## config.mk

```make
export PLATFORM = sky130hd
export DESIGN_NAME = lfu_cache_table_top_flat
export DESIGN_NICKNAME = d
export VERILOG_FILES = /design/src/lfu_pkg.sv /design/src/lfu_if.sv /design/src/lfu_ctrl.sv /design/src/lfu_dp.sv /design/src/lfu_cache_table_top.sv /design/src/flat_wrapper.sv
export SDC_FILE = /design/constraint.sdc
export NUM_CORES = 2
export LEC_CHECK = 0
export BUFFER_PORTS_ARGS = -buffer_cell sky130_fd_sc_hd__buf_2
export CAP_MARGIN = 15
export CORE_AREA = 2 2 369 371
export DETAILED_ROUTE_END_ITERATION = 10
export DIE_AREA = 0 0 371 373
export GPL_TIMING_DRIVEN = 0
export PLACE_DENSITY = 0.76
export SLEW_MARGIN = 20
export SYNTH_ARGS = -nofsm -noshare
export SYNTH_HDL_FRONTEND = slang
export SYNTH_SLANG_ARGS = --single-unit
```

## constraint.sdc

```tcl
create_clock -name clk -period 14.1 [get_ports clk]
set_clock_uncertainty 0.05 [all_clocks]
set_input_delay 2.115 -clock clk [delete_from_list [all_inputs] [get_ports clk]]
set_output_delay 2.115 -clock clk [all_outputs]
set_load 0.03 [all_outputs]
```

## src/lfu_pkg.sv

```systemverilog
// ----------------------------------------------------------------------------
// lfu_pkg: shared types and constants for the LFU cache table
// Holds the request codes, the widths and the command struct used between the
// controller and the datapath.
// ----------------------------------------------------------------------------
package lfu_pkg;

  localparam logic REQ_GET = 1'b0;
  localparam logic REQ_PUT = 1'b1;

  localparam int KEY_W = 32;
  localparam int VAL_W = 32;
  localparam int CAP_W = 5;

  // controller -> datapath
  typedef struct packed {
    logic capture;   // latch the request
    logic lookup;    // register key match and victim choice
    logic update;    // apply the table change and form the result
  } lfu_cmd_t;

endpackage

```

## src/lfu_if.sv

```systemverilog
// ----------------------------------------------------------------------------
// lfu_req_if / lfu_rsp_if: valid/ready channels of the LFU cache table
// Request carries the operation, key and value; response carries the result.
// ----------------------------------------------------------------------------
interface lfu_req_if;
  logic req_type;
  logic signed [31:0] key;
  logic signed [31:0] value;
  logic valid;
  logic ready;
  modport source (output valid, req_type, key, value, input ready);
  modport sink (input valid, req_type, key, value, output ready);
endinterface

interface lfu_rsp_if;
  logic hit;
  logic signed [31:0] read_value;
  logic evicted;
  logic signed [31:0] evicted_key;
  logic valid;
  logic ready;
  modport source (output valid, hit, read_value, evicted, evicted_key, input ready);
  modport sink (input valid, hit, read_value, evicted, evicted_key, output ready);
endinterface

```

## src/lfu_ctrl.sv

```systemverilog
// ----------------------------------------------------------------------------
// lfu_ctrl: request sequencer of the LFU cache table
// Steps each request through capture, lookup and update, then holds the
// result until it is taken.
// ----------------------------------------------------------------------------
module lfu_ctrl
  import lfu_pkg::*;
(
  input  logic     clk,
  input  logic     rst,
  input  logic     in_valid,
  output logic     in_ready,
  output logic     out_valid,
  input  logic     out_ready,
  output lfu_cmd_t cmd
);

  typedef enum logic [1:0] {S_IDLE, S_LOOK, S_UPD, S_OUT} state_t;
  state_t state;

  assign in_ready  = (state == S_IDLE);
  assign out_valid = (state == S_OUT);

  always_comb begin
    cmd.capture = (state == S_IDLE) && in_valid;
    cmd.lookup  = (state == S_LOOK);
    cmd.update  = (state == S_UPD);
  end

  always_ff @(posedge clk) begin
    if (rst) begin
      state <= S_IDLE;
    end else begin
      case (state)
        S_IDLE: if (in_valid) state <= S_LOOK;
        S_LOOK: state <= S_UPD;
        S_UPD:  state <= S_OUT;
        S_OUT:  if (out_ready) state <= S_IDLE;
        default: state <= S_IDLE;
      endcase
    end
  end

endmodule

```

## src/lfu_dp.sv

```systemverilog
// ----------------------------------------------------------------------------
// lfu_dp: entry table and replacement datapath of the LFU cache table
// Parallel key match, registered victim choice, then count/rank update.
// ----------------------------------------------------------------------------
module lfu_dp
  import lfu_pkg::*;
#(
  parameter int MAX_ENTRIES = 16,
  parameter int COUNT_BITS  = 16
) (
  input  logic                    clk,
  input  logic                    rst,
  input  lfu_cmd_t                cmd,
  input  logic [CAP_W-1:0]        capacity,
  input  logic                    req_type,
  input  logic signed [KEY_W-1:0] key,
  input  logic signed [VAL_W-1:0] value,
  output logic                    hit,
  output logic signed [VAL_W-1:0] read_value,
  output logic                    evicted,
  output logic signed [KEY_W-1:0] evicted_key
);

  localparam int IW = (MAX_ENTRIES > 1) ? $clog2(MAX_ENTRIES) : 1;
  localparam int NW = $clog2(MAX_ENTRIES + 1);
  localparam logic [COUNT_BITS-1:0] CMAX = '1;

  logic [MAX_ENTRIES-1:0] vld;
  logic [KEY_W-1:0]       ekey [MAX_ENTRIES];
  logic [VAL_W-1:0]       eval [MAX_ENTRIES];
  logic [COUNT_BITS-1:0]  ecnt [MAX_ENTRIES];
  logic [IW-1:0]          erank[MAX_ENTRIES];

  logic            r_put;
  logic [KEY_W-1:0] r_key;
  logic [VAL_W-1:0] r_val;

  // lookup results, registered
  logic          m_hit, m_full, m_vic_ok;
  logic [IW-1:0] m_idx, m_vic;

  // combinational search
  logic          c_hit, c_vic_ok, c_free_ok;
  logic [IW-1:0] c_idx, c_vic, c_free;
  logic [NW-1:0] c_occ;
  logic [NW-1:0] cap_sat;

  // victim tree nodes
  logic                  v_ok  [MAX_ENTRIES];
  logic [COUNT_BITS-1:0] v_cnt [MAX_ENTRIES];
  logic [IW-1:0]         v_rank[MAX_ENTRIES];
  logic [IW-1:0]         v_idx [MAX_ENTRIES];

  always_comb begin
    cap_sat = (32'(capacity) > MAX_ENTRIES) ? NW'(MAX_ENTRIES) : NW'(capacity);
  end

  always_comb begin
    c_hit = 1'b0; c_idx = '0; c_occ = '0;
    for (int i = 0; i < MAX_ENTRIES; i++) begin
      if (vld[i]) begin
        c_occ = c_occ + NW'(1);
        if (!c_hit && ekey[i] == r_key) begin
          c_hit = 1'b1; c_idx = IW'(i);
        end
      end
    end
  end

  // pairwise reduction: lowest count wins, oldest rank breaks a tie
  always_comb begin
    for (int i = 0; i < MAX_ENTRIES; i++) begin
      v_ok[i]   = vld[i];
      v_cnt[i]  = ecnt[i];
      v_rank[i] = erank[i];
      v_idx[i]  = IW'(i);
    end
    for (int s = 1; s < MAX_ENTRIES; s = s * 2) begin
      for (int i = 0; i + s < MAX_ENTRIES; i = i + 2 * s) begin
        if (v_ok[i+s] && (!v_ok[i] || v_cnt[i+s] < v_cnt[i] ||
            (v_cnt[i+s] == v_cnt[i] && v_rank[i+s] > v_rank[i]))) begin
          v_ok[i]   = 1'b1;
          v_cnt[i]  = v_cnt[i+s];
          v_rank[i] = v_rank[i+s];
          v_idx[i]  = v_idx[i+s];
        end
      end
    end
    c_vic_ok = v_ok[0];
    c_vic    = v_idx[0];
  end

  // first free slot after a possible eviction
  always_comb begin
    c_free_ok = 1'b0; c_free = '0;
    for (int i = MAX_ENTRIES - 1; i >= 0; i--) begin
      if (!vld[i] || (m_vic_ok && m_full && m_vic == IW'(i))) begin
        c_free_ok = 1'b1; c_free = IW'(i);
      end
    end
  end

  always_ff @(posedge clk) begin
    if (cmd.capture) begin
      r_put <= req_type; r_key <= key; r_val <= value;
    end
    if (cmd.lookup) begin
      m_hit    <= c_hit;
      m_idx    <= c_idx;
      m_vic    <= c_vic;
      m_vic_ok <= c_vic_ok;
      m_full   <= (c_occ >= cap_sat);
    end
  end

  logic          do_ins, do_ev;
  logic [IW-1:0] t_rank, ev_rank;
  assign do_ev   = r_put && cap_sat != '0 && !m_hit && m_full && m_vic_ok;
  assign do_ins  = r_put && cap_sat != '0 && !m_hit && c_free_ok;
  assign t_rank  = erank[m_idx];
  assign ev_rank = erank[m_vic];

  always_ff @(posedge clk) begin
    if (rst) begin
      vld <= '0;
    end else if (cmd.update) begin
      hit         <= m_hit;
      evicted     <= do_ev;
      evicted_key <= do_ev ? ekey[m_vic] : '0;
      read_value  <= r_put ? '0 : (m_hit ? eval[m_idx] : '1);
      if (m_hit && (!r_put || cap_sat != '0)) begin
        if (r_put) eval[m_idx] <= r_val;
        if (ecnt[m_idx] != CMAX) ecnt[m_idx] <= ecnt[m_idx] + 1'b1;
        for (int i = 0; i < MAX_ENTRIES; i++)
          if (vld[i] && IW'(i) != m_idx && erank[i] < t_rank)
            erank[i] <= erank[i] + 1'b1;
        erank[m_idx] <= '0;
      end else if (r_put && cap_sat != '0 && !m_hit) begin
        // evicted entries above its rank close the gap; insert ages all
        for (int i = 0; i < MAX_ENTRIES; i++) begin
          if (vld[i] && !(do_ev && IW'(i) == m_vic)) begin
            if (do_ev && erank[i] > ev_rank) begin
              if (!do_ins) erank[i] <= erank[i] - 1'b1;
            end else if (do_ins) begin
              erank[i] <= erank[i] + 1'b1;
            end
          end
        end
        // victim slot reused by the insert stays valid
        if (do_ev && !(do_ins && c_free == m_vic)) vld[m_vic] <= 1'b0;
        if (do_ins) begin
          vld[c_free]   <= 1'b1;
          ekey[c_free]  <= r_key;
          eval[c_free]  <= r_val;
          ecnt[c_free]  <= COUNT_BITS'(1);
          erank[c_free] <= '0;
        end
      end
    end
  end

endmodule

```

## src/lfu_cache_table_top.sv

```systemverilog
// ----------------------------------------------------------------------------
// lfu_cache_table_top: LFU key-value cache with LRU tie break
// Fixed table of entries, capacity register, one result per request.
// ----------------------------------------------------------------------------
//  channel | dir | fields
//  req     | in  | req_type, key, value
//  rsp     | out | hit, read_value, evicted, evicted_key
//  cfg     | in  | cfg_we, cfg_data (capacity)
//
// Each request steps through capture, parallel key match and victim choice
// (registered), table update, and the result held until transfer.
// The next request is taken after the response transfer; a stalled response
// holds the block. rst clears the valid bits and sets capacity to 16.
module lfu_cache_table_top
  import lfu_pkg::*;
#(
  parameter int MAX_ENTRIES = 16,
  parameter int COUNT_BITS  = 16
) (
  input  logic             clk,
  input  logic             rst,
  input  logic             cfg_we,
  input  logic [CAP_W-1:0] cfg_data,
  lfu_req_if.sink          req,
  lfu_rsp_if.source        rsp
);

  logic [CAP_W-1:0] capacity;
  lfu_cmd_t cmd;

  always_ff @(posedge clk) begin
    if (rst) capacity <= CAP_W'(16);
    else if (cfg_we) capacity <= cfg_data;
  end

  lfu_ctrl u_ctrl (
    .clk, .rst,
    .in_valid(req.valid), .in_ready(req.ready),
    .out_valid(rsp.valid), .out_ready(rsp.ready),
    .cmd
  );

  lfu_dp #(.MAX_ENTRIES(MAX_ENTRIES), .COUNT_BITS(COUNT_BITS)) u_dp (
    .clk, .rst, .cmd, .capacity,
    .req_type(req.req_type), .key(req.key), .value(req.value),
    .hit(rsp.hit), .read_value(rsp.read_value),
    .evicted(rsp.evicted), .evicted_key(rsp.evicted_key)
  );

endmodule

```

## src/flat_wrapper.sv

```systemverilog
// flat-port wrapper written by rule: the top's interface ports become plain ports
module lfu_cache_table_top_flat import lfu_pkg::*;
#(
  parameter int MAX_ENTRIES = 16,
  parameter int COUNT_BITS  = 16
)
  (clk, rst, cfg_we, cfg_data, req_valid, req_req_type, req_key, req_value, req_ready, rsp_valid, rsp_hit, rsp_read_value, rsp_evicted, rsp_evicted_key, rsp_ready);
  lfu_req_if req_i ();
  lfu_rsp_if rsp_i ();
  input  logic clk;
  input  logic rst;
  input  logic cfg_we;
  input  logic [CAP_W-1:0] cfg_data;
  input wire logic [$bits(req_i.valid)-1:0] req_valid;
  input wire logic [$bits(req_i.req_type)-1:0] req_req_type;
  input wire logic [$bits(req_i.key)-1:0] req_key;
  input wire logic [$bits(req_i.value)-1:0] req_value;
  output wire logic [$bits(req_i.ready)-1:0] req_ready;
  output wire logic [$bits(rsp_i.valid)-1:0] rsp_valid;
  output wire logic [$bits(rsp_i.hit)-1:0] rsp_hit;
  output wire logic [$bits(rsp_i.read_value)-1:0] rsp_read_value;
  output wire logic [$bits(rsp_i.evicted)-1:0] rsp_evicted;
  output wire logic [$bits(rsp_i.evicted_key)-1:0] rsp_evicted_key;
  input wire logic [$bits(rsp_i.ready)-1:0] rsp_ready;
  assign req_i.valid = req_valid;
  assign req_i.req_type = req_req_type;
  assign req_i.key = req_key;
  assign req_i.value = req_value;
  assign req_ready = req_i.ready;
  assign rsp_valid = rsp_i.valid;
  assign rsp_hit = rsp_i.hit;
  assign rsp_read_value = rsp_i.read_value;
  assign rsp_evicted = rsp_i.evicted;
  assign rsp_evicted_key = rsp_i.evicted_key;
  assign rsp_i.ready = rsp_ready;
  lfu_cache_table_top #(.MAX_ENTRIES(MAX_ENTRIES), .COUNT_BITS(COUNT_BITS)) u_core (.clk(clk), .rst(rst), .cfg_we(cfg_we), .cfg_data(cfg_data), .req(req_i), .rsp(rsp_i));
endmodule
```

After elaboration in Yosys (flattened, before gate mapping)
Memory sizes are Yosys's and may differ from the RTL's. A register that Yosys moved wholly into a read port is not among the register bits. Cells that the tools add are included.

Memories: 4. Bits in latches: 0. Flip-flop bits (word level): 133. Output and inout port bits: 68. Bits in writable memories: 1344. ROM bits: 0.

Memories: u_core.u_dp.ekey (depth 16, bits a word 32, read ports 17, clocked after memory_dff 1, write ports 1, line lfu_dp.sv:29) `logic [KEY_W-1:0] ekey [MAX_ENTRIES];`; u_core.u_dp.eval (depth 16, bits a word 32, read ports 1, clocked after memory_dff 1, write ports 1, line lfu_dp.sv:30) `logic [VAL_W-1:0] eval [MAX_ENTRIES];`; u_core.u_dp.ecnt (depth 16, bits a word 16, read ports 17, clocked after memory_dff 1, write ports 1, line lfu_dp.sv:31) `logic [COUNT_BITS-1:0] ecnt [MAX_ENTRIES];`; u_core.u_dp.erank (depth 16, bits a word 4, read ports 18, clocked after memory_dff 2, write ports 17, line lfu_dp.sv:32) `logic [IW-1:0] erank[MAX_ENTRIES];`.

Reductions and logical operators: 268. Shift operators: 0. Magnitude comparators: 68. Div/mod/pow operators: 0. Bitwise gates (word level): 37. Equality and inequality tests: 83. Mux-type cells: 552. Add/sub/neg operators: 48. Multiply operators: 0.

Operators with widths (count): $eq A32 B32 Y1 (16); $mux W4 (105); $mux W1 (403); $mux W16 (21); $eq A16 B16 Y1 (15); $lt A16 B16 Y1 (15); $logic_and A1 B1 Y1 (153); $gt A4 B4 Y1 (31); $mux W5 (16); $add A5 B1 Y5 const B (15); $add A4 B1 Y4 const B (16); $lt A4 B4 Y1 (16); $mux W32 (2); $sub A4 B1 Y4 const B (16); $logic_not A1 Y1 (58); $logic_or A1 B1 Y1 (47); $eq A4 B4 Y1 const A (8); $eq A4 B4 Y1 const B (8); $ne A4 B4 Y1 const A (8); $or A1 B1 Y1 (32); $reduce_or A32 Y1 (1); $add A16 B1 Y16 const B (1); $and A16 B16 Y16 (1); $eq A3 B4 Y1 const A (4); 32 further kinds (48).

Longest topological paths before layout
An unclocked memory read counts as a cell.

Depth after elaboration: 65. Gate-level depth with buffers: 52. Mapped depth without buffers: 48.

Hierarchy
Synthesis repeated with hierarchy kept, for this count alone.

Cell total of the unflattened synthesis: 5603. Area total of the unflattened synthesis: 80482.2 um^2.

Modules (own cells, without submodules): lfu_dp (instances 1, area each 80134.4 um^2, cells an instance 5569); lfu_cache_table_top (instances 1, area each 183.9 um^2, cells an instance 16); lfu_ctrl (instances 1, area each 163.9 um^2, cells an instance 18).

Worst setup path before layout
No wires, ideal clock.

Kind: reg2reg. Start: mem u_core.u_dp.ecnt[3][1]. End: reg (tool-made name). Path slack: 3.891 ns. Buffers on the path: 6. Library setup time: 0.121 ns. Required time: 13.929 ns. Period minus slack after synthesis: 10.209 ns. Arrival time: 10.038 ns. Cell stages (with the launch flop): 51. Cells stage by stage: edfxtp_1 ha_1 nor2b_1 o21a_1 o21a_1 o21a_1 o21a_1 o211ai_1 nand2_1 a221o_1 a31oi_1 buf_2 buf_2 mux2i_1 inv_1 ha_1 a21o_1 a21o_1 [15 not listed] a21oi_1 o22a_1 buf_1 clkbuf_1 mux2i_1 ha_1 nor2b_1 o21a_1 o21ai_0 nand2b_1 a21oi_1 o21ai_0 a221o_1 a21o_1 a21o_1 a31oi_1 mux2_2 mux2_2.

RTL lines (line): start: declaration (lfu_dp.sv:31).

==> out/summary.txt <==
status = complete, no violations
r2r setup slk = 0.63 ns
clock sink count = 1,517
P_sw = 0.005582 W
power per cell area = 172.0 mW/mm2
Critical Path AT = 14.14 ns
crit-path max cell delay = 0.64 ns
Post-synth EDFFs = 1,422
Int Pwr = 0.009878 W
Avg WL per Cell = 36.58 um
combinational power share = 34.1%
startpoint types = flop
Switching Share = 36.11%
Routed WL = 284,000 um
remaining antenna violation count = 0
post-layout util = 66.77%
DR iter-0 viols = 8,338
Reg clk slew, reported paths = 0.06 ns
total number of vias = 53,230
IO Port Bufs = 140
antenna violations before repair = 15
Critical Path Slowest Stage Cell = mux2i_1
Initial Utilization = 59.41%
final hold violations = 0
final worst-path cycle share = 95.56%
worst vdd rail ir drop = 0.0001560 V
largest family of logic cells by synthesized area = multiplexers
minimum clock period after layout = 13.47 ns
Die W = 371 um
number of synthesized register bits = 1,517
largest net degree at the start of global routing = 41
CTS Buf Count = 158
R2R depth = 50
clock network power share = 27.8%
Setup CP Type = flop to flop
part of the power in registers = 38.1%
FP Rows = 135
first-pass GRT wire length = 392,900 um
Root Buffer = clkbuf_16
layout cells sized above 1 = 18.42%
Clk Latency, worst-skew pair = 0.85 ns
dpl ws = 0.9877 ns
top-count cell post-synth = edfxtp_1
H-tree levels = 4
CTS tree = done
Hold-fix buffers, CTS = 0
Placer Congestion = 1.070
Final #Nets = 6,389
Slew headroom = 7.802%
Max Buffers Root-to-Sink = 3
Crit path max-delay family = compound AO/OA/AOI/OAI gates
sequential area share after synthesis = 55.77%
Post-CTS Resized = 0
Top Ports = 143
area share of and/or/nand/nor cells after synthesis = 6.264%
post-synthesis cell count = 5,465
RSZ-0062 raised after global routing = false
leading area contributor after synthesis = edfxtp_1
worst slew pin tran = 1.383 ns
vias in the first global route = 51,780
Global Route Usage Sum = 41.17%
Highest Clock Rate = 0.07422 GHz
Post-Synth XOR/XNOR Area = 6.992%
most frequent cells after synthesis = edfxtp_1 (1,422), xnor2_1 (477), ha_1 (470)
dominant cells by area after synthesis = edfxtp_1 (53%), mux4_2 (12%), ha_1 (7.4%)
Post-synth ARST share = 0%
Core Region = 0.1346 mm2
post-synth top area share = 53.39%
Max-Cap Viols = 0
Pleak = 31.96 nW
proportion of synthesized area in mux cells = 16.03%
Finish-stage setup viols = 0
Mapped Area = 0.07997 mm2
Synthesized Nets = 6,010
Critical Path End Type = flop
Synth Area in Adders = 7.353%
Final Worst Setup Slack = 0.6257 ns
DRC errors left = 0
Slew Limit Fails = 0
post-CTS setup buffers = 0
Area growth syn-to-layout = 12.39%
die area = 0.1384 mm2
critical path fanouts, max = 10
Synth cell types = 77
drt pass-1 iters = 6
post-synthesis compound-gate area fraction = 4.645%
Avg Inst Size Synth = 14.63 um2
worst r2r src = u_core.u_dp.ecnt[3][1]
Crit path depth = 50
data required time of the critical path = 14.77 ns
Post-synth top flop = edfxtp_1
critical path launch point = u_core.u_dp.ecnt[3][1]
overall die height = 373 um
worst min path class = flop to flop
DPL Wire Length = 207,500 um
most used cell, CP = a21o_1
Via density = 6.855
worst path buffer plus inverter count = 8
Power, Total = 0.01546 W
GRT overflow = 0
synth warn = 0
## registers in the layout (all words and copies together), names as in the netlist, named ones only
| name | cells |
|---|---|
| u_core.u_dp.r_val | 32 |
| u_core.u_dp.vld | 16 |
| u_core.u_dp.r_key | 32 |
| u_core.u_dp.read_value | 32 |
| u_core.u_dp.m_vic | 4 |
| u_core.u_ctrl.state | 2 |
| u_core.capacity | 5 |
| u_core.u_dp.erank | 64 |
| u_core.u_dp.eval | 512 |
| u_core.u_dp.m_idx | 4 |
| u_core.u_dp.m_full | 1 |
| u_core.u_dp.m_vic_ok | 1 |
| u_core.u_dp.evicted_key | 32 |
| u_core.u_dp.hit | 1 |
| u_core.u_dp.ekey | 512 |
| u_core.u_dp.ecnt | 256 |
| u_core.u_dp.r_put | 1 |
| u_core.u_dp.m_hit | 1 |
| u_core.u_dp.evicted | 1 |
## stage by stage
stage               cell area (um2)  setup TNS, ns  instances  hold WS (ns)
floorplan                     79970              0       5465        0.3744
global placement              82900         -49.45       7386        0.4534
detailed placement            84530              0       7465        0.4490
CTS                           89850              0       7759        0.4581
global route                  89870              0       7759        0.4962
finish                        89880              0       7765        0.4677
## per-layer routing
layer / routed length, um / share of wire (%) / global-route usage [%] / vias to the layer above
met5: 74 / 0.026 / 0 / -
met4: 26360 / 9.3 / 31.14 / 12
met3: 31250 / 11 / 10.07 / 976
met2: 128900 / 45 / 62.50 / 3855
met1: 97450 / 34 / 51.09 / 26560
li1: - / - / - / 21830
## final cells by class
type	instances	area, um2
diodes	6	15.01
plain buffers	259	1087
clock buffers	186	4121
clock inverters	108	1205
fillers	9380	44740
inverters	348	1309
multi-input cells	3341	33310
flip-flops and latches	1517	44600
well taps	1781	2228
repair buffers	219	2006
## power by group through the flow
stage / Sequential, W / Combinational [W] / Clock (W)
after floorplan: 0.00588 / 0.00305 / 0
after global placement: 0.00597 / 0.00490 / 0
after detailed placement: 0.00596 / 0.00508 / 0
after CTS: 0.00587 / 0.00514 / 0.00430
after global routing: 0.00591 / 0.00544 / 0.00447
final: 0.00589 / 0.00527 / 0.00430
## worst min path at each step
stage	start	to	slack, ns	cells past startpoint
detailed placement	u_core.u_dp.m_hit	u_core.u_dp.hit	0.45	0
floorplan	u_core.u_dp.m_hit	u_core.u_dp.hit	0.37	0
CTS	u_core.u_dp.m_hit	u_core.u_dp.hit	0.46	0
global route	u_core.u_dp.m_hit	u_core.u_dp.hit	0.50	0
finish	u_core.capacity[0]	u_core.capacity[0]	0.47	2
global placement	u_core.capacity[0]	u_core.capacity[0]	0.45	2
## worst reg2reg max path, delay by kind of cell (launching register included)
family / cells / cell delay [ns]
AO/OA/AOI/OAI: 29 / 6.25
buffers and inverters: 8 / 2.80
multiplexers: 5 / 2.19
adder cells (fa/ha/maj): 4 / 1.28
flip-flops: 1 / 0.42
AND/OR/NAND/NOR: 4 / 0.42
## cell usage in the layout (no fill, tap or decap), types with 160 or more instances in the layout
master	instances
ha_1	470
mux2i_1	254
xnor2_1	477
inv_1	345
nor2_1	177
edfxtp_1	1422
buf_2	194
nand4_1	178
clkbuf_16	160
mux4_2	439
clkbuf_1	167
## cells by family after synthesis
family | count (synthesis)
AO/OA/AOI/OAI | 576
XOR/XNOR | 620
adder cells (fa/ha/maj) | 470
buffers and inverters | 607
flip-flops | 1517
multiplexers | 728
AND/OR/NAND/NOR | 947
Power figures use the tool's default switching activity.
